`config.mk`:
```
export PLATFORM = sky130hd
export DESIGN_NAME = sbkv_cells
export DESIGN_NICKNAME = d
export VERILOG_FILES = /design/src/rtl/sbkv_pkg.sv /design/src/rtl/sbkv_cells.sv
export SDC_FILE = /design/constraint.sdc
export NUM_CORES = 2
export LEC_CHECK = 0
export BUFFER_PORTS_ARGS = -buffer_cell sky130_fd_sc_hd__clkbuf_2
export CAP_MARGIN = 20
export CORE_MARGIN = 5
export CORE_UTILIZATION = 62
export DETAILED_ROUTE_END_ITERATION = 10
export HOLD_SLACK_MARGIN = 0.12
export PLACE_DENSITY = 0.79
export SYNTH_ARGS = -nofsm -noshare
export SYNTH_HDL_FRONTEND = slang
export SYNTH_SLANG_ARGS = --single-unit
```
`constraint.sdc`:
```
create_clock -name clock -period 4.8 [get_ports clock]
set_input_delay 0.96 -clock clock [delete_from_list [all_inputs] [get_ports clock]]
set_output_delay 0.96 -clock clock [all_outputs]
set_load 0.01 [all_outputs]
```
`src/rtl/sbkv_pkg.sv`:
```
// sbkv_pkg: shared constants, codes and types of the sorted block key-value store
// no dependencies; imported by every other file of the block
package sbkv_pkg;

   localparam int KEY_W   = 14;
   localparam int VAL_W   = 14;
   localparam int REC_W   = KEY_W + VAL_W;
   localparam int MODE_W  = 2;
   localparam int STAT_W  = 2;
   localparam int RESTR_W = 2;
   localparam int BLKNO_W = 7;
   localparam int RPB_W   = 5;

   localparam logic [RPB_W-1:0] RPB_RESET = 5'd4;
   localparam int               RPB_MIN   = 2;
   localparam logic             REG_RPB   = 1'b0;

   typedef enum logic [MODE_W-1:0] {
      MODE_INSERT = 2'd0,
      MODE_DELETE = 2'd1,
      MODE_SEARCH = 2'd2,
      MODE_NONE   = 2'd3
   } mode_type;

   typedef enum logic [STAT_W-1:0] {
      STAT_OK        = 2'd0,
      STAT_NOT_FOUND = 2'd1,
      STAT_FULL      = 2'd2
   } status_type;

   typedef enum logic [RESTR_W-1:0] {
      RESTR_NONE   = 2'd0,
      RESTR_SPLIT  = 2'd1,
      RESTR_BORROW = 2'd2,
      RESTR_MERGE  = 2'd3
   } restr_type;

   typedef logic [REC_W-1:0] rec_type;

   typedef struct packed {
      logic    clear;
      logic    ins;
      logic    pop;
      rec_type rec;
   } cell_cmd_type;

endpackage

```
`src/rtl/sbkv_cells.sv`:
```
// sbkv_cells: row of record cells kept sorted, with parallel insert, pop and clear
// depends on sbkv_pkg
module sbkv_cells #(
   parameter int DEPTH = 17,
   parameter int CW    = 5
) (
   input  logic                  clock,
   input  logic                  reset,
   input  sbkv_pkg::cell_cmd_type cmd,
   output sbkv_pkg::rec_type      head,
   output logic [CW-1:0]          count
);
   import sbkv_pkg::*;

   rec_type          cell_ff [DEPTH];
   rec_type          cell_in [DEPTH];
   logic [CW-1:0]    cnt_ff, cnt_in;
   logic [DEPTH-1:0] lt;

   always_comb begin
      for (int k = 0; k < DEPTH; k++) begin
         lt[k] = (CW'(k) < cnt_ff) && (cell_ff[k] <= cmd.rec);
      end
      cell_in = cell_ff;
      cnt_in  = cnt_ff;
      if (cmd.clear) begin
         cnt_in = '0;
      end else if (cmd.ins) begin
         cell_in[0] = lt[0] ? cell_ff[0] : cmd.rec;
         for (int k = 1; k < DEPTH; k++) begin
            if (lt[k]) begin
               cell_in[k] = cell_ff[k];
            end else if (lt[k-1]) begin
               cell_in[k] = cmd.rec;
            end else begin
               cell_in[k] = cell_ff[k-1];
            end
         end
         cnt_in = cnt_ff + 1'b1;
      end else if (cmd.pop) begin
         for (int k = 0; k < DEPTH - 1; k++) begin
            cell_in[k] = cell_ff[k+1];
         end
         cnt_in = cnt_ff - 1'b1;
      end
   end

   always_ff @(posedge clock) begin
      cell_ff <= cell_in;
   end

   always_ff @(posedge clock) begin
      if (reset) begin
         cnt_ff <= '0;
      end else begin
         cnt_ff <= cnt_in;
      end
   end

   assign head  = cell_ff[0];
   assign count = cnt_ff;

endmodule

```
== After elaboration in Yosys (flattened, before gate mapping) ==
Index checks and enable logic that the tools add are counted.

* Bits in registers: 481
* Word-level logic and storage cells: 144
* Output and inout port bits: 33

* Equal/unequal tests: 16
* Mux-type cells: 36
* Add/subtract/negate cells: 2
* $lt $le $gt $ge: 34
* Reductions and logical operators: 36
* Bitwise logic cells: 2

{| class="wikitable"
|+ Operator list
! operator !! count
|-
| 28-bit two-way mux || 32
|-
| 448-bit two-way mux || 2
|-
| 28-bit less-or-equal comparator || 17
|-
| 3-bit AND reduction || 17
|-
| 4-bit by 5-bit < comparator with 1-bit output (first input constant) || 8
|-
| 2-bit inequality test (second input constant) || 16
|-
| 3-bit by 5-bit < comparator with 1-bit output (first input constant) || 4
|-
| 1-bit logical AND || 17
|-
| 1-bit by 5-bit < comparator with 1-bit output (first input constant) || 2
|-
| 2-bit by 5-bit < comparator with 1-bit output (first input constant) || 2
|-
| 5-bit two-way mux || 2
|-
| 5-bit by 1-bit adder with 5-bit output (second input constant) || 1
|-
| 5-bit < comparator (first input constant) || 1
|-
| 5-bit by 1-bit subtractor with 5-bit output (second input constant) || 1
|-
| 1-bit NOT || 2
|-
| 2-bit nonzero test || 1
|-
| 2-bit OR reduction || 1
|}

== Longest topological paths before layout ==
* Word-level depth: 5
* Mapped depth: 11

== Worst setup path after synthesis ==
Ideal clock, no wire load.

* Path type: input to register
* From: input cmd[19] (netlist name)
* To: register cell_ff[252] (netlist name) (enable)
* Data arrival time: 4.108 ns
* Setup time: 0.430 ns
* Slack: 0.261 ns
* Path buffers: 1
* Data required time: 4.370 ns
* Stages on the path: 9
* Cell sequence: inv_1 -> ha_1 -> nand4_1 -> nor4_2 -> nand2_1 -> o21ai_1 -> clkbuf_1 -> inv_1 -> a31oi_1

* Word-level cells in the longest chain between the ends: 4

{| class="wikitable"
|+ Ends and longest elaborated chain
! element !! line !! RTL
|-
| from (decl) || sbkv_cells.sv:9 || <nowiki>input sbkv_pkg::cell_cmd_type cmd,</nowiki>
|-
| 28-bit less-or-equal comparator || sbkv_cells.sv:22 || <nowiki>lt[k] = (CW'(k) < cnt_ff) && (cell_ff[k] <= cmd.rec);</nowiki>
|-
| 1-bit logical AND || sbkv_cells.sv:22 ||
|-
| 2-bit inequality test (no line) || -- ||
|-
| 3-bit AND reduction (no line) || -- ||
|-
| to (signal assigned) || sbkv_cells.sv:49 || <nowiki>cell_ff <= cell_in;</nowiki>
|-
| to (decl) || sbkv_cells.sv:15 || <nowiki>rec_type cell_ff [DEPTH];</nowiki>
|}

No other way between the ends.
A chain may end at the register's enable or synchronous reset.

== Final worst setup path ==
* From: input cmd[3] (netlist name)
* To: register cell_ff[56] (netlist name) (data pin)

* Word-level cells in the longest chain between the ends: 5

{| class="wikitable"
|+ Ends and longest elaborated chain
! element !! line !! RTL
|-
| 28-bit less-or-equal comparator || sbkv_cells.sv:22 ||
|-
| 1-bit logical AND || sbkv_cells.sv:22 ||
|-
| 28-bit two-way mux || sbkv_cells.sv:33 || <nowiki>end else if (lt[k-1]) begin</nowiki>
|-
| 28-bit two-way mux || sbkv_cells.sv:31 || <nowiki>if (lt[k]) begin</nowiki>
|-
| 448-bit two-way mux || sbkv_cells.sv:28 || <nowiki>end else if (cmd.ins) begin</nowiki>
|}

No other way between the ends. The select of a mux whose other input is x is not followed.

==> metrics list <==
* First-pass GRT wire length: ~190 mm
* Die area: approximately 64,000 sq um
* Cell breakdown of the critical path: clkbuf_2 -> inv_1 -> buf_4 -> ha_1 -> a21oi_1 -> a211oi_1 -> a2111oi_0 -> o21ai_1 -> nor2_4 -> o221ai_1
- The pre-antenna-repair detailed-routing pass consisted of 9 iterations.
- Detailed Route Iter0 Violations: between 5k and 6k
- The area growth from synthesis to layout is 8.79%.
- When the netlist entered floorplanning its net count stood at between 4k and 5k.
- Cell Pwr Density: 312 nW/um^2
* Overflow left after global routing: 0
- Clock latency at the later pin of the worst-skew pair: roughly 630 ps
- Global router's overall resource usage: 38.6%
* Post-CTS setup-driven buffer insertion count: 0
* Maximum buffer depth of the clock tree: 3
- The final layout contains about 4.4k nets.
* IR drop worst, VDD: between 300 and 400 uV
* Number of different library cells in the post-synthesis netlist: 57
- In this run the count of I/O pins placed on the die edge is 66.
- After legalization and detailed placement, the total HPWL measured a little over 90 mm.
- The worst hold path passes through 2 cells.
- Post-DR wirelength/cell: around 27 microns
- Cells after synthesis: around 4k
* Type of element launching the critical path: input pin
- Each instance of the synthesized netlist takes up on average 9.42 sq um.
- The startpoint identified for the worst register-to-register timing path is count[4].
* Slowest CP cell: sky130_fd_sc_hd__nor2_4
* Fill count: around 4.5k
- Hold/Removal Path Class: input pin to flop
- In the synthesized netlist the async set-or-reset flop fraction comes to 0%.
* Smallest setup slack after layout: 917 ps
- Placed Area: between 30,000 and 40,000 sq um
- For this run, the top clock speed supported by timing is roughly 260 MHz.
- Once the floorplan was initialized, standard cells occupied ~62% of the core.
- After detailed routing, the number of remaining DRC violations is 0.
* Clock buffer count from CTS: 54
* Ratio of cells with drive above 1 in the final layout: under 10%
- In this run the clock root is driven by a sky130_fd_sc_hd__clkbuf_16.
- The number of cells on the worst reg-to-reg path is 7.
- During synthesis, Yosys emitted a total of 0 warnings.
- Critical path peak fanout: 28
- Setup repair after global routing left no endpoint under its margin.
* Number of failing hold endpoints at the final stage: 0
- Slew margin rel.: between 20% and 30%
- Number of buffers inserted by port buffering: 65
- The number of global-route vias before repair was ~31k.
- Min-Delay Startpoint: reset
* Number of standard-cell rows in the floorplan: 89
* Total vias in the final route: about 34k
* Worst stage delay on the critical path: between 600 and 700 ps
- Core Box Area: ~59,000 sq um
* Crit path arrival time: roughly 4200 ps
- For this run, the register share of the synthesized area comes to approximately two fifths.
- In the layout the commonest cells are 533 x sky130_fd_sc_hd__nand2_1, 479 x sky130_fd_sc_hd__ha_1, 476 x sky130_fd_sc_hd__edfxtp_1.
- Measured along the x axis, the die boundary spans roughly 250 microns.
- Via density per instance: around 7.1
- The initial antenna violation count is 6.
* Die height: around 250 microns
- Max_cap viols: 0
- In this run the register-to-register setup slack is around 1500 ps.
- Clock period minus final worst setup slack: approximately 3900 ps
- The clock tree synthesis step divided the H-tree into 2 levels.
- Cell area after layout: 39,900 sq um
- The worst setup path is captured at a flop.
- Reg clk slew, reported paths: ~60 ps
- Wire length after detailed routing: 128 mm
- The final count of pins violating max slew was 0.
* Capture endpoint of the worst hold path: count[0]
* Count of instances resized after the clock tree is built: 0
- Summing every instance area after synthesis gives 36,700 sq um.
* Number of synthesized register bits: 481
* Result of the run: finished clean
* Number of routed nets with antenna violations: 0
* Required time at the worst-slack endpoint: 5140 ps
* Crit share post-route: between 80% and 90%
- Worst Setup Slack post-DPL: approximately 400 ps
- Hold buffer count at cts: 0
* Final worst clock skew: ~21 ps
- The synthesized design contains approximately 480 enable-type register cells.
* Routability congestion estimate from global placement: about 1
* Worst reg2reg endpoint: cell_ff[399]
- Endpoints failing setup: 0
- Cells fill roughly two thirds of the core in the end.
- Among all flip-flop cells after synthesis, the most frequent one is sky130_fd_sc_hd__edfxtp_1.
* Maximum number of pins on one net before global-route repair: 213
* Setup TNS: 0 ps
- TritonCTS built the clock tree.
* Most common cell after layout, fill and taps aside: sky130_fd_sc_hd__nand2_1
* Worst Max-Slew Pin Slew: approximately 1200 ps
- Summed over all cells, the static leakage comes to between 0.015 and 0.02 uW.
- CTS sink count: approximately 480
- The critical path is of the input pin to flop type.
-- cells in the mapped netlist (14+ instances only) --
master / count / area share (%)
sky130_fd_sc_hd__nand4_1: 173 / 3.0
sky130_fd_sc_hd__nor2_1: 57 / 0.58
sky130_fd_sc_hd__nand2_1: 533 / 5.5
sky130_fd_sc_hd__buf_2: 35 / 0.48
sky130_fd_sc_hd__inv_1: 468 / 4.8
sky130_fd_sc_hd__ha_1: 479 / 16
sky130_fd_sc_hd__o221ai_1: 365 / 8.7
sky130_fd_sc_hd__buf_4: 39 / 0.80
sky130_fd_sc_hd__a21o_1: 25 / 0.51
sky130_fd_sc_hd__edfxtp_1: 476 / 39
sky130_fd_sc_hd__o21ai_0: 97 / 1.3
sky130_fd_sc_hd__a211oi_1: 14 / 0.29
sky130_fd_sc_hd__a221o_1: 22 / 0.60
sky130_fd_sc_hd__nand3_1: 84 / 1.1
sky130_fd_sc_hd__a311oi_1: 27 / 0.64
sky130_fd_sc_hd__nor2b_1: 20 / 0.34
sky130_fd_sc_hd__or3_1: 283 / 4.8
sky130_fd_sc_hd__o32a_1: 28 / 0.76
sky130_fd_sc_hd__a21oi_1: 195 / 2.7
sky130_fd_sc_hd__mux2i_1: 27 / 0.74
sky130_fd_sc_hd__nor3b_1: 37 / 0.76
sky130_fd_sc_hd__o211ai_1: 21 / 0.43
sky130_fd_sc_hd__clkbuf_1: 220 / 2.3
sky130_fd_sc_hd__nor3_1: 40 / 0.55
-- sequential cells by signal (all words and copies together), names as in the netlist --
register / cells
count: 5
cell_ff: 448
head: 28
-- how the worst max path moves through the flow --
stage	endpoint	from	slack [ps]	cells after the start
floorplan	cell_ff[252]	cmd[19]	260	9
global placement	cell_ff[68]	cmd[3]	520	10
detailed placement	cell_ff[76]	cmd[3]	400	10
CTS	cell_ff[56]	cmd[3]	1030	10
global route	cell_ff[60]	cmd[3]	760	10
finish	cell_ff[56]	cmd[3]	920	10
-- worst max-delay path: cells and delay by family --
kind | cells | cell delay (ps)
AO/OA/AOI/OAI | 5 | 1480
adder cells (fa/ha/maj) | 1 | 290
buffers and inverters | 3 | 860
AND/OR/NAND/NOR | 1 | 610
-- power breakdown --
part           internal, uW  switching (uW)  total (uW)
clock                  2250            1810        4060
sequential             5120             396        5520
combinational          1020            1860        2880
-- final cells by class --
| type | count | area, sq um | share of cell area [%] |
|---|---|---|---|
| clock buffers | 73 | 1440 | 3.62 |
| well taps | 773 | 967 | 2.42 |
| flip-flops and latches | 481 | 14400 | 36.1 |
| repair buffers | 220 | 1750 | 4.38 |
| diodes | 11 | 27.5 | 0.0690 |
| multi-input cells | 2645 | 19400 | 48.5 |
| clock inverters | 24 | 189 | 0.474 |
| inverters | 468 | 1760 | 4.40 |
-- per-layer routing --
| metal | track usage, % | vias to the layer above | part of all wire (%) |
|---|---|---|---|
| li1 | - | 14700 | - |
| met1 | 56.4 | 15700 | 38 |
| met2 | 51.3 | 2694 | 39 |
| met3 | 12.7 | 393 | 17 |
| met4 | 18.9 | 0 | 5.9 |
| met5 | 0.677 | - | 0 |
-- kinds of logic (layout without fill, tap and decap cells) --
group,after synthesis,in the layout,synth area share (%)
XOR/XNOR,3,3,0.0717
multiplexers,28,28,0.768
flip-flops,481,481,39.3
other,0,11,0
AO/OA/AOI/OAI,863,863,17.4
adder cells (fa/ha/maj),479,479,16.3
AND/OR/NAND/NOR,1272,1272,17.8
buffers and inverters,766,785,8.36
-- metrics by stage --
| stage | hold WS [ps] | std cells | power (uW) |
|---|---|---|---|
| 6_report | 571 | 4695 | 12500 |
| 4_1_cts | 554 | 4684 | 12300 |
| 3_3_place_gp | 588 | 4587 | 8240 |
| 5_1_grt | 572 | 4685 | 12900 |
| 2_1_floorplan | 552 | 3892 | 7270 |
| 3_5_place_dp | 582 | 4587 | 8330 |
Note: power is estimated with default switching activity, not from simulation.
