==> src/rtl/sbkv_pkg.sv <==
// sbkv_pkg: shared constants, codes and types of the sorted block key-value store
// no dependencies; imported by every other file of the block
package sbkv_pkg;

   localparam int KEY_W   = 14;
   localparam int VAL_W   = 14;
   localparam int REC_W   = KEY_W + VAL_W;
   localparam int MODE_W  = 2;
   localparam int STAT_W  = 2;
   localparam int RESTR_W = 2;
   localparam int BLKNO_W = 7;
   localparam int RPB_W   = 5;

   localparam logic [RPB_W-1:0] RPB_RESET = 5'd4;
   localparam int               RPB_MIN   = 2;
   localparam logic             REG_RPB   = 1'b0;

   typedef enum logic [MODE_W-1:0] {
      MODE_INSERT = 2'd0,
      MODE_DELETE = 2'd1,
      MODE_SEARCH = 2'd2,
      MODE_NONE   = 2'd3
   } mode_type;

   typedef enum logic [STAT_W-1:0] {
      STAT_OK        = 2'd0,
      STAT_NOT_FOUND = 2'd1,
      STAT_FULL      = 2'd2
   } status_type;

   typedef enum logic [RESTR_W-1:0] {
      RESTR_NONE   = 2'd0,
      RESTR_SPLIT  = 2'd1,
      RESTR_BORROW = 2'd2,
      RESTR_MERGE  = 2'd3
   } restr_type;

   typedef logic [REC_W-1:0] rec_type;

   typedef struct packed {
      logic    clear;
      logic    ins;
      logic    pop;
      rec_type rec;
   } cell_cmd_type;

endpackage

==> src/rtl/sbkv_tbl_mem.sv <==
// sbkv_tbl_mem: per-block link and largest key memory with entry-written flags
// depends on sbkv_pkg; unwritten entries read as the chain i to i+1 and key zero
module sbkv_tbl_mem #(
   parameter int NUM_BLOCKS = 64,
   parameter int BW         = 7,
   parameter int IW         = 6
) (
   input  logic                      clock,
   input  logic                      reset,
   input  logic                      rd_en,
   input  logic [BW-1:0]             rd_blk,
   output logic [BW-1:0]             rd_next,
   output logic [sbkv_pkg::KEY_W-1:0] rd_max,
   input  logic                      wr_en,
   input  logic [BW-1:0]             wr_blk,
   input  logic [BW-1:0]             wr_next,
   input  logic [sbkv_pkg::KEY_W-1:0] wr_max
);
   import sbkv_pkg::*;

   logic [BW+KEY_W-1:0]   mem [NUM_BLOCKS];
   logic [BW+KEY_W-1:0]   q_ff;
   logic                  qv_ff;
   logic [BW-1:0]         qblk_ff;
   logic [NUM_BLOCKS-1:0] vld_ff;
   logic [IW-1:0]         rd_idx, wr_idx;

   assign rd_idx = IW'(rd_blk - 1'b1);
   assign wr_idx = IW'(wr_blk - 1'b1);

   always_ff @(posedge clock) begin
      if (wr_en) begin
         mem[wr_idx] <= {wr_next, wr_max};
      end
      if (rd_en) begin
         q_ff    <= mem[rd_idx];
         qv_ff   <= vld_ff[rd_idx];
         qblk_ff <= rd_blk;
      end
   end

   always_ff @(posedge clock) begin
      if (reset) begin
         vld_ff <= '0;
      end else if (wr_en) begin
         vld_ff[wr_idx] <= 1'b1;
      end
   end

   always_comb begin
      if (qv_ff) begin
         rd_next = q_ff[BW+KEY_W-1:KEY_W];
         rd_max  = q_ff[KEY_W-1:0];
      end else begin
         rd_next = (qblk_ff < BW'(NUM_BLOCKS)) ? qblk_ff + 1'b1 : '0;
         rd_max  = '0;
      end
   end

endmodule

==> config.mk <==
export PLATFORM = sky130hd
export DESIGN_NAME = sbkv_tbl_mem
export DESIGN_NICKNAME = d
export VERILOG_FILES = /design/src/rtl/sbkv_pkg.sv /design/src/rtl/sbkv_tbl_mem.sv
export SDC_FILE = /design/constraint.sdc
export NUM_CORES = 1
export LEC_CHECK = 0
export BUFFER_PORTS_ARGS = -buffer_cell sky130_fd_sc_hd__buf_2
export CAP_MARGIN = 20
export CORE_MARGIN = 1
export CORE_UTILIZATION = 51
export CTS_CLUSTER_DIAMETER = 150
export DETAILED_ROUTE_END_ITERATION = 8
export HOLD_SLACK_MARGIN = 0.05
export PLACE_DENSITY = 0.69
export SYNTH_ARGS = -nofsm -noshare
export SYNTH_HDL_FRONTEND = slang
export SYNTH_SLANG_ARGS = --single-unit
==> constraint.sdc <==
create_clock -name clock -period 4 [get_ports clock]
set_clock_uncertainty 0.15 [all_clocks]
set_input_delay 0.8 -clock clock [delete_from_list [all_inputs] [get_ports clock]]
set_output_delay 0.8 -clock clock [all_outputs]
set_load 0.01 [all_outputs]
[Word-level counts from Yosys, hierarchy flattened]
Memory sizes are Yosys's and may differ from the RTL's. A register that Yosys moved wholly into a read port is not among the register bits.
Cells that the tools add are included.
Word-level totals
  memories: 1
  logic and storage cells: 22
  bits in registers: 72
  output and inout bits: 21
  memory bits (writable): 1344
Cells by class
  bitwise gates (word level): 1
  $add $sub $neg: 3
  reductions and logical operators: 1
  order comparisons: 4
  multiplexer cells: 9
Memory list
  mem: words 64, bits a word 21, rd ports 1, clocked after memory_dff 1, wr ports 1, RTL line sbkv_tbl_mem.sv:21  | logic [BW+KEY_W-1:0] mem [NUM_BLOCKS];
Operators by type and width (number)
  OR 64 bit: 1
  less-than comparator 6 x 7 -> 1 bit (second input constant): 2
  two-way mux 14 bit: 1
  two-way mux 7 bit: 2
  subtractor 6 x 1 -> 6 bit (second input constant): 2
  adder 7 x 1 -> 7 bit (second input constant): 1
  less-than comparator 7 bit (second input constant): 1
  binary-select mux 1 bit (select 6 bit): 1
  demux 1 bit (select 6 bit): 1
  >= comparator 6 x 1 -> 1 bit (second input constant): 1
  two-way mux 1 bit: 4
  logical AND 1 bit: 1

[Logic depth before layout (Yosys ltp)]
Gate-level depths: netlist of run 1.
  word-level depth: 6
  depth in mapped cells: 16
  mapped depth without buffers: 7

[Worst setup path before layout of run 1]
No wires, ideal clock.
  kind: in2reg
  from: input rd_blk[0]
  to: register q_ff[11] (read register of mem) (data pin)
  setup time: 0.281 ns
  setup slack: -0.256 ns
  arrival: 3.825 ns
  cell stages on the path: 14
  cells stage by stage: buf_6 -> buf_6 -> buf_6 -> buf_4 -> buf_2 -> inv_1 -> ha_1 -> buf_2 -> clkbuf_1 -> clkbuf_1 -> mux4_2 -> mux4_2 -> o2111ai_1 -> o41ai_2
On the way
  cells in the longest elaborated chain, start to end: 1
Ends and longest elaborated chain
  start, declared: RTL line sbkv_tbl_mem.sv:11  | input logic [BW-1:0] rd_blk,
  subtractor 6 x 1 -> 6 bit: RTL line sbkv_tbl_mem.sv:28  | assign rd_idx = IW'(rd_blk - 1'b1);
  end, declared: RTL line sbkv_tbl_mem.sv:22  | logic [BW+KEY_W-1:0] q_ff;
No other way between the ends.
A chain may end at the register's enable or synchronous reset.

[Worst setup path in the final report of run 1]
  from: register qblk_ff[1]
  to: output rd_next[6]
On the way
  cells in the longest elaborated chain, start to end: 3
Ends and longest elaborated chain
  start, declared: RTL line sbkv_tbl_mem.sv:24  | logic [BW-1:0] qblk_ff;
  start signal, assigned: RTL line sbkv_tbl_mem.sv:38  | qblk_ff <= rd_blk;
  adder 7 x 1 -> 7 bit / less-than comparator 7 bit (equally long branches): RTL line sbkv_tbl_mem.sv:55  | rd_next = (qblk_ff < BW'(NUM_BLOCKS)) ? qblk_ff + 1'b1 : '0;
  two-way mux 7 bit (*): RTL line sbkv_tbl_mem.sv:55
  two-way mux 7 bit (*): RTL line sbkv_tbl_mem.sv:51  | if (qv_ff) begin
  end, declared: RTL line sbkv_tbl_mem.sv:12  | output logic [BW-1:0] rd_next,
Every way passes the cells marked *; elsewhere a longest branch is shown, timed or not.

==> flow_summary.ini, run 1 <==
[clock_tree]
clk_latency_ns = 0.75
cts_tree = yes
clkTransAtPathRegs_ns = 0.06
cts_buffer_depth = 3
htree_levels = 4
cts_buffers = 146
root_buffer = clkbuf_16
ctsResizeCount = 0
cts.sinks = 1437
cts_setup_buffers = 0
ctsHoldBuffers = 0

[sta]
maxSlewHeadroom_pct = 25.4
setup_tns_ns = 0
rsz0062_at_grt = no
worst_pin_slew_ns = 1.12
layout_min_cycle_time_ns = 3.54
min_period_over_period_pct = 88.4
fmax_ghz = 0.283
slew_viol_final = 0
fin_hold_ws_ns = 0.197
hold_viol_final = 0
finalSetupViolCount = 0

[placement]
dp_hpwl_um = 80900
gp_routability_congestion = 0.840
portBuffers = 58
dpl.cell_count = 4157

[setup_path]
cp.arrival_ns = 2.59
start_kind = register
r2r_start = mem[24][18]
crit_path_start = qblk_ff[1]
worst_ep_required_time_ns = 3.05
crit_path_end_kind = output pin
path_max_fanout = 2
path_class = reg2out

[power]
p_leak_nw = 20.3
fin_total_pwr_w = 0.0318
peakVddDrop_uv = 440
powerDensity_nw_per_um2 = 499

[detailed_routing]
drtIter0Drc = 4106
detail_route.wl_per_cell_um = 31.1
via_count = 28258
vias_per_cell = 6.38
drc = 0
postRouteAntennaNets = 0
routed_wl_um = 138000
dr.pass1.iters = 6

[synth]
synth_xor_area_share_pct = 0.186
ys_warn_count = 0
synth_compound_area_share_pct = 2.97
yosysUniqueCellTypes = 56
syn_nets = 2684
synth_mux_area_share_pct = 16.0
synth.avg_cell_area_um2 = 21.1
ys_seq_area_share_pct = 76.1
ys_async_sr_fraction_pct = 0
syn_inst = 2642
synth_ff_type = edfxtp_1
synth_simple_gate_area_share_pct = 3.06
synth_area_um2 = 55800
synth_seq_cells = 1437
synth_top_family_by_area = multiplexers
synth_enable_flop_cells = 1373
synthAdderAreaFrac_pct = 0.0672

[floorplanning]
core_um2 = 109000
dieArea_um2 = 111000
io_pins = 60
std_cell_rows = 121
initial_core_util_pct = 51.4
die-height_um = 333
die_x_um = 333

[global_route]
antenna_found_initial = 8
grt_pass1_wl_um = 199000
grt_pass1_vias = 28321
gr-total-overflow = 0
grt_usage_pct = 25.2
grt_max_degree = 70

[finish]
instances_no_fill = 4427
syn_to_final_growth_pct = 14.1
layout_common_cells = edfxtp_1, mux4_2, buf_4
drive_above_1_share_pct = 30.9
fillCellCount = 7607
final_common_cell = edfxtp_1
finalNetCount = 2941

[hold_path]
hp-class = in2reg
min-delay-start = reset

[outcome]
status = complete, no violations

[flow_run]
drv_cap = 0
flip-flops by register name, summed over array words and instances (netlist names):
name,cells
qv_ff,1
q_ff,21
mem,1344
qblk_ff,7
vld_ff,64
synthesized netlist by cell type (all sizes together), types with 4 or more instances:
library cell,number,area share (%)
o21a,4,0.054
mux4,374,15
o22ai,44,0.49
and3,45,0.50
nor3,5,0.045
inv,6,0.040
xor2,4,0.063
o41ai,23,0.52
dfxtp,64,2.3
buf,70,0.92
xnor2,7,0.12
o311ai,22,0.35
nand3,6,0.054
nand2b,5,0.056
or3,5,0.074
nor2b,7,0.078
edfxtp,1373,74
mux2,44,0.89
nand2,109,0.74
a31oi,34,0.38
o21ai,5,0.045
o2111ai,22,0.35
a211oi,22,0.30
nor2,183,1.2
a21oi,34,0.30
and2,16,0.18
clkbuf,84,0.57
final cells by class:
class / instances / area [um2] / share of cell area (%)
Antenna cell: 1 / 2.50 / 0.00393
Clock buffer: 194 / 4010 / 6.30
Clock inverter: 67 / 419 / 0.658
Inverter: 7 / 26.3 / 0.0412
Multi-Input combinational cell: 1044 / 12700 / 20.0
Sequential cell: 1437 / 42500 / 66.7
Tap cell: 1414 / 1770 / 2.78
Timing Repair Buffer: 263 / 2260 / 3.54
cell families after synthesis:
| family | count (synthesis) |
|---|---|
| flip-flops | 1437 |
| multiplexers | 421 |
| AND/OR/NAND/NOR | 388 |
| AO/OA/AOI/OAI | 221 |
| buffers and inverters | 161 |
| XOR/XNOR | 11 |
| adder cells (fa/ha/maj) | 3 |
worst max-delay path, stage by stage (launching register included):
cell and delay (ns):
edfxtp_1 0.44, ha_1 0.22, nand3_1 0.11, o41ai_1 0.80, buf_2 0.27
power breakdown:
group	internal, W	switching [W]
Combinational	0.000910	0.00144
Sequential	0.0167	0.0000664
Clock	0.00728	0.00546
through the flow:
step                setup slack, ns  utilization [%]  cell area, um2
floorplan                    0.0269                -           55800
global placement              0.159             54.4           59100
detailed placement            0.126             54.4           59100
CTS                           0.521             58.5           63500
global route                  0.318             58.6           63700
finish                        0.465             58.6           63700
path summary, 6_finish.rpt:
| check | end | slack, ns | cells past startpoint |
|---|---|---|---|
| setup reg to reg | q_ff[18] | 1.58 | 5 |
| setup / recovery | rd_next[6] | 0.46 | 4 |
| hold / removal | vld_ff[42] | 0.20 | 2 |
| hold reg to reg | vld_ff[29] | 0.31 | 2 |
per-layer routing:
layer  vias to the layer above  global-route usage (%)  wire, um
li1                      11562                       -         -
met1                     14907                    35.3     53200
met2                      1552                    39.7     66200
met3                       235                    5.20     13700
met4                         2                    8.69      4450
met5                         -                       0        10
Power figures use the tool's default switching activity.
==> run 2: changes to the inputs <==
--- a/config.mk
+++ b/config.mk
@@ -12,7 +12,7 @@
 export CTS_CLUSTER_DIAMETER = 150
 export DETAILED_ROUTE_END_ITERATION = 8
 export HOLD_SLACK_MARGIN = 0.05
-export PLACE_DENSITY = 0.69
+export PLACE_DENSITY = 0.67
 export SYNTH_ARGS = -nofsm -noshare
 export SYNTH_HDL_FRONTEND = slang
 export SYNTH_SLANG_ARGS = --single-unit
==> constraint.sdc (replaced) <==
create_clock -name clock -period 4.43 [get_ports clock]
set_clock_uncertainty 0.15 [all_clocks]
set_input_delay 0.886 -clock clock [delete_from_list [all_inputs] [get_ports clock]]
set_output_delay 0.886 -clock clock [all_outputs]
set_load 0.01 [all_outputs]
==> run 2 against run 1 <==
Die area stayed put. Cell count hardly changed. Combinational power is 9.4% lower. Total power is 10% lower. Utilization is 0.24 points lower. Critical path depth stayed put. Worst setup slack better by 0.25 ns. Non-clock buffer count is 4 lower. Wire length is 0.63% higher. Global-route usage is 0.23 points higher. Register-to-register slack better by 0.35 ns. Critical path type unchanged.
==> flow_summary.ini, run 2 (synthesis results as in run 1) <==
[outcome]
status = complete, no violations

[sta]
slew_viol_final = 0
hold_viol_final = 0
rsz0062_at_grt = no
maxSlewHeadroom_pct = 23.5
finalSetupViolCount = 0
fmax_ghz = 0.269
worst_pin_slew_ns = 1.14
min_period_over_period_pct = 83.8
setup_tns_ns = 0
layout_min_cycle_time_ns = 3.71

[floorplanning]
std_cell_rows = 121
die_x_um = 333
io_pins = 60
dieArea_um2 = 111000
initial_core_util_pct = 51.4
die-height_um = 333
core_um2 = 109000

[global_route]
grt_max_degree = 76
antenna_found_initial = 11
grt_usage_pct = 25.4
grt_pass1_vias = 28252
gr-total-overflow = 0
grt_pass1_wl_um = 200000

[finish]
design_area_um2 = 63500
finalNetCount = 2935
final_util_pct = 58.4
layout_common_cells = edfxtp_1, mux4_2, buf_4
final_common_cell = edfxtp_1
fillCellCount = 7755
multi_input_area_um2 = 12700
syn_to_final_growth_pct = 13.7
largest_register = mem
reg_top3 = mem x1344, vld_ff x64, q_ff x21
largest_register_ffs = 1344
drive_above_1_share_pct = 31.1
seqCellArea_um2 = 42500

[placement]
placed_area_um2 = 59100
dp_hpwl_um = 84400
portBuffers = 58
gp_routability_congestion = 0.857

[clock_tree]
clk_latency_ns = 0.75
cts_tree = yes
cts_buffer_depth = 3
clkTransAtPathRegs_ns = 0.06
cts_setup_buffers = 0
root_buffer = clkbuf_16
htree_levels = 4
cts.sinks = 1437
ctsResizeCount = 0
ctsHoldBuffers = 0
cts_buffers = 144

[setup_path]
cp.arrival_ns = 2.68
start_kind = register
crit_path_end_kind = output pin
path_max_fanout = 3
worst_ep_required_time_ns = 3.39
path_class = reg2out

[hold_path]
hp-class = in2reg

[detailed_routing]
via_count = 28088
drc = 0
routed_wl_um = 138000
dr.pass1.iters = 5
postRouteAntennaNets = 0
detail_route.wl_per_cell_um = 31.3
vias_per_cell = 6.35
drtIter0Drc = 3875

[power]
clkPwrFrac_pct = 39.6
switching_share_pct = 22.3
p_leak_nw = 20.2
internal_power_w = 0.0221
peakVddDrop_uv = 256
seqPwrFrac_pct = 53.0
powerDensity_nw_per_um2 = 449
p_switching_w = 0.00636
pwr-share-comb_pct = 7.5

[flow_run]
drv_cap = 0
run 2: cell types whose count changed in the layout (fill, tap and decap cells not counted), sizes merged:
| cell | delta |
|---|---|
| clkinvlp | +2 |
| clkinv | +11 |
| clkbuf | -19 |
| buf | -4 |
| inv | +5 |
| diode | +2 |
run 2: worst paths after layout:
check | start | to | slack (ns) | cells after the start
setup / recovery | qblk_ff[0] | rd_next[6] | 0.72 | 4
hold / removal | wr_max[3] | mem[21][3] | 0.21 | 1
setup reg to reg | mem[48][9] | q_ff[9] | 1.93 | 5
hold reg to reg | vld_ff[13] | vld_ff[13] | 0.31 | 2
run 2: power by group through the flow:
stage / Clock [W] / Sequential, W / Combinational, W
global route: 0.0120 / 0.0151 / 0.00223
CTS: 0.0114 / 0.0151 / 0.00212
floorplan: 0 / 0.0154 / 0.00116
finish: 0.0113 / 0.0151 / 0.00213
global placement: 0 / 0.0154 / 0.00207
detailed placement: 0 / 0.0154 / 0.00212
run 2: area by class of cell:
type	instances	area share [%]
Tap cell	1414	2.79
Multi-Input combinational cell	1044	20.0
Sequential cell	1437	67.0
Clock buffer	175	5.91
Inverter	7	0.0414
Antenna cell	3	0.0118
Timing Repair Buffer	259	3.30
Clock inverter	85	0.917
run 2: per-stage QoR:
stage / worst slack, ns / power (W) / cells / hold slack (ns)
6_report: 0.716 / 0.0285 / 4424 / 0.208
3_5_place_dp: 0.353 / 0.0175 / 4158 / 0.301
4_1_cts: 0.789 / 0.0286 / 4418 / 0.172
3_3_place_gp: 0.449 / 0.0174 / 4158 / 0.291
2_1_floorplan: 0.0880 / 0.0165 / 2642 / 0.281
5_1_grt: 0.727 / 0.0293 / 4422 / 0.191
run 2: critical path: stages, from the launching register on:
cell,delay [ns]
edfxtp_1,0.37
ha_1,0.20
nand3_1,0.12
o41ai_1,0.95
buf_2,0.28
run 2: metal layers:
metal  global-route usage, %  part of all wire [%]  routed length, um  vias to the layer above
met2                    39.6                    48              66000                     1419
met3                    5.85                    10              13900                      201
met4                    7.57                   2.5               3510                        6
met1                    36.1                    40              55000                    14901
li1                        -                     -                  -                    11561
met5                       0                 0.023                 32                        -
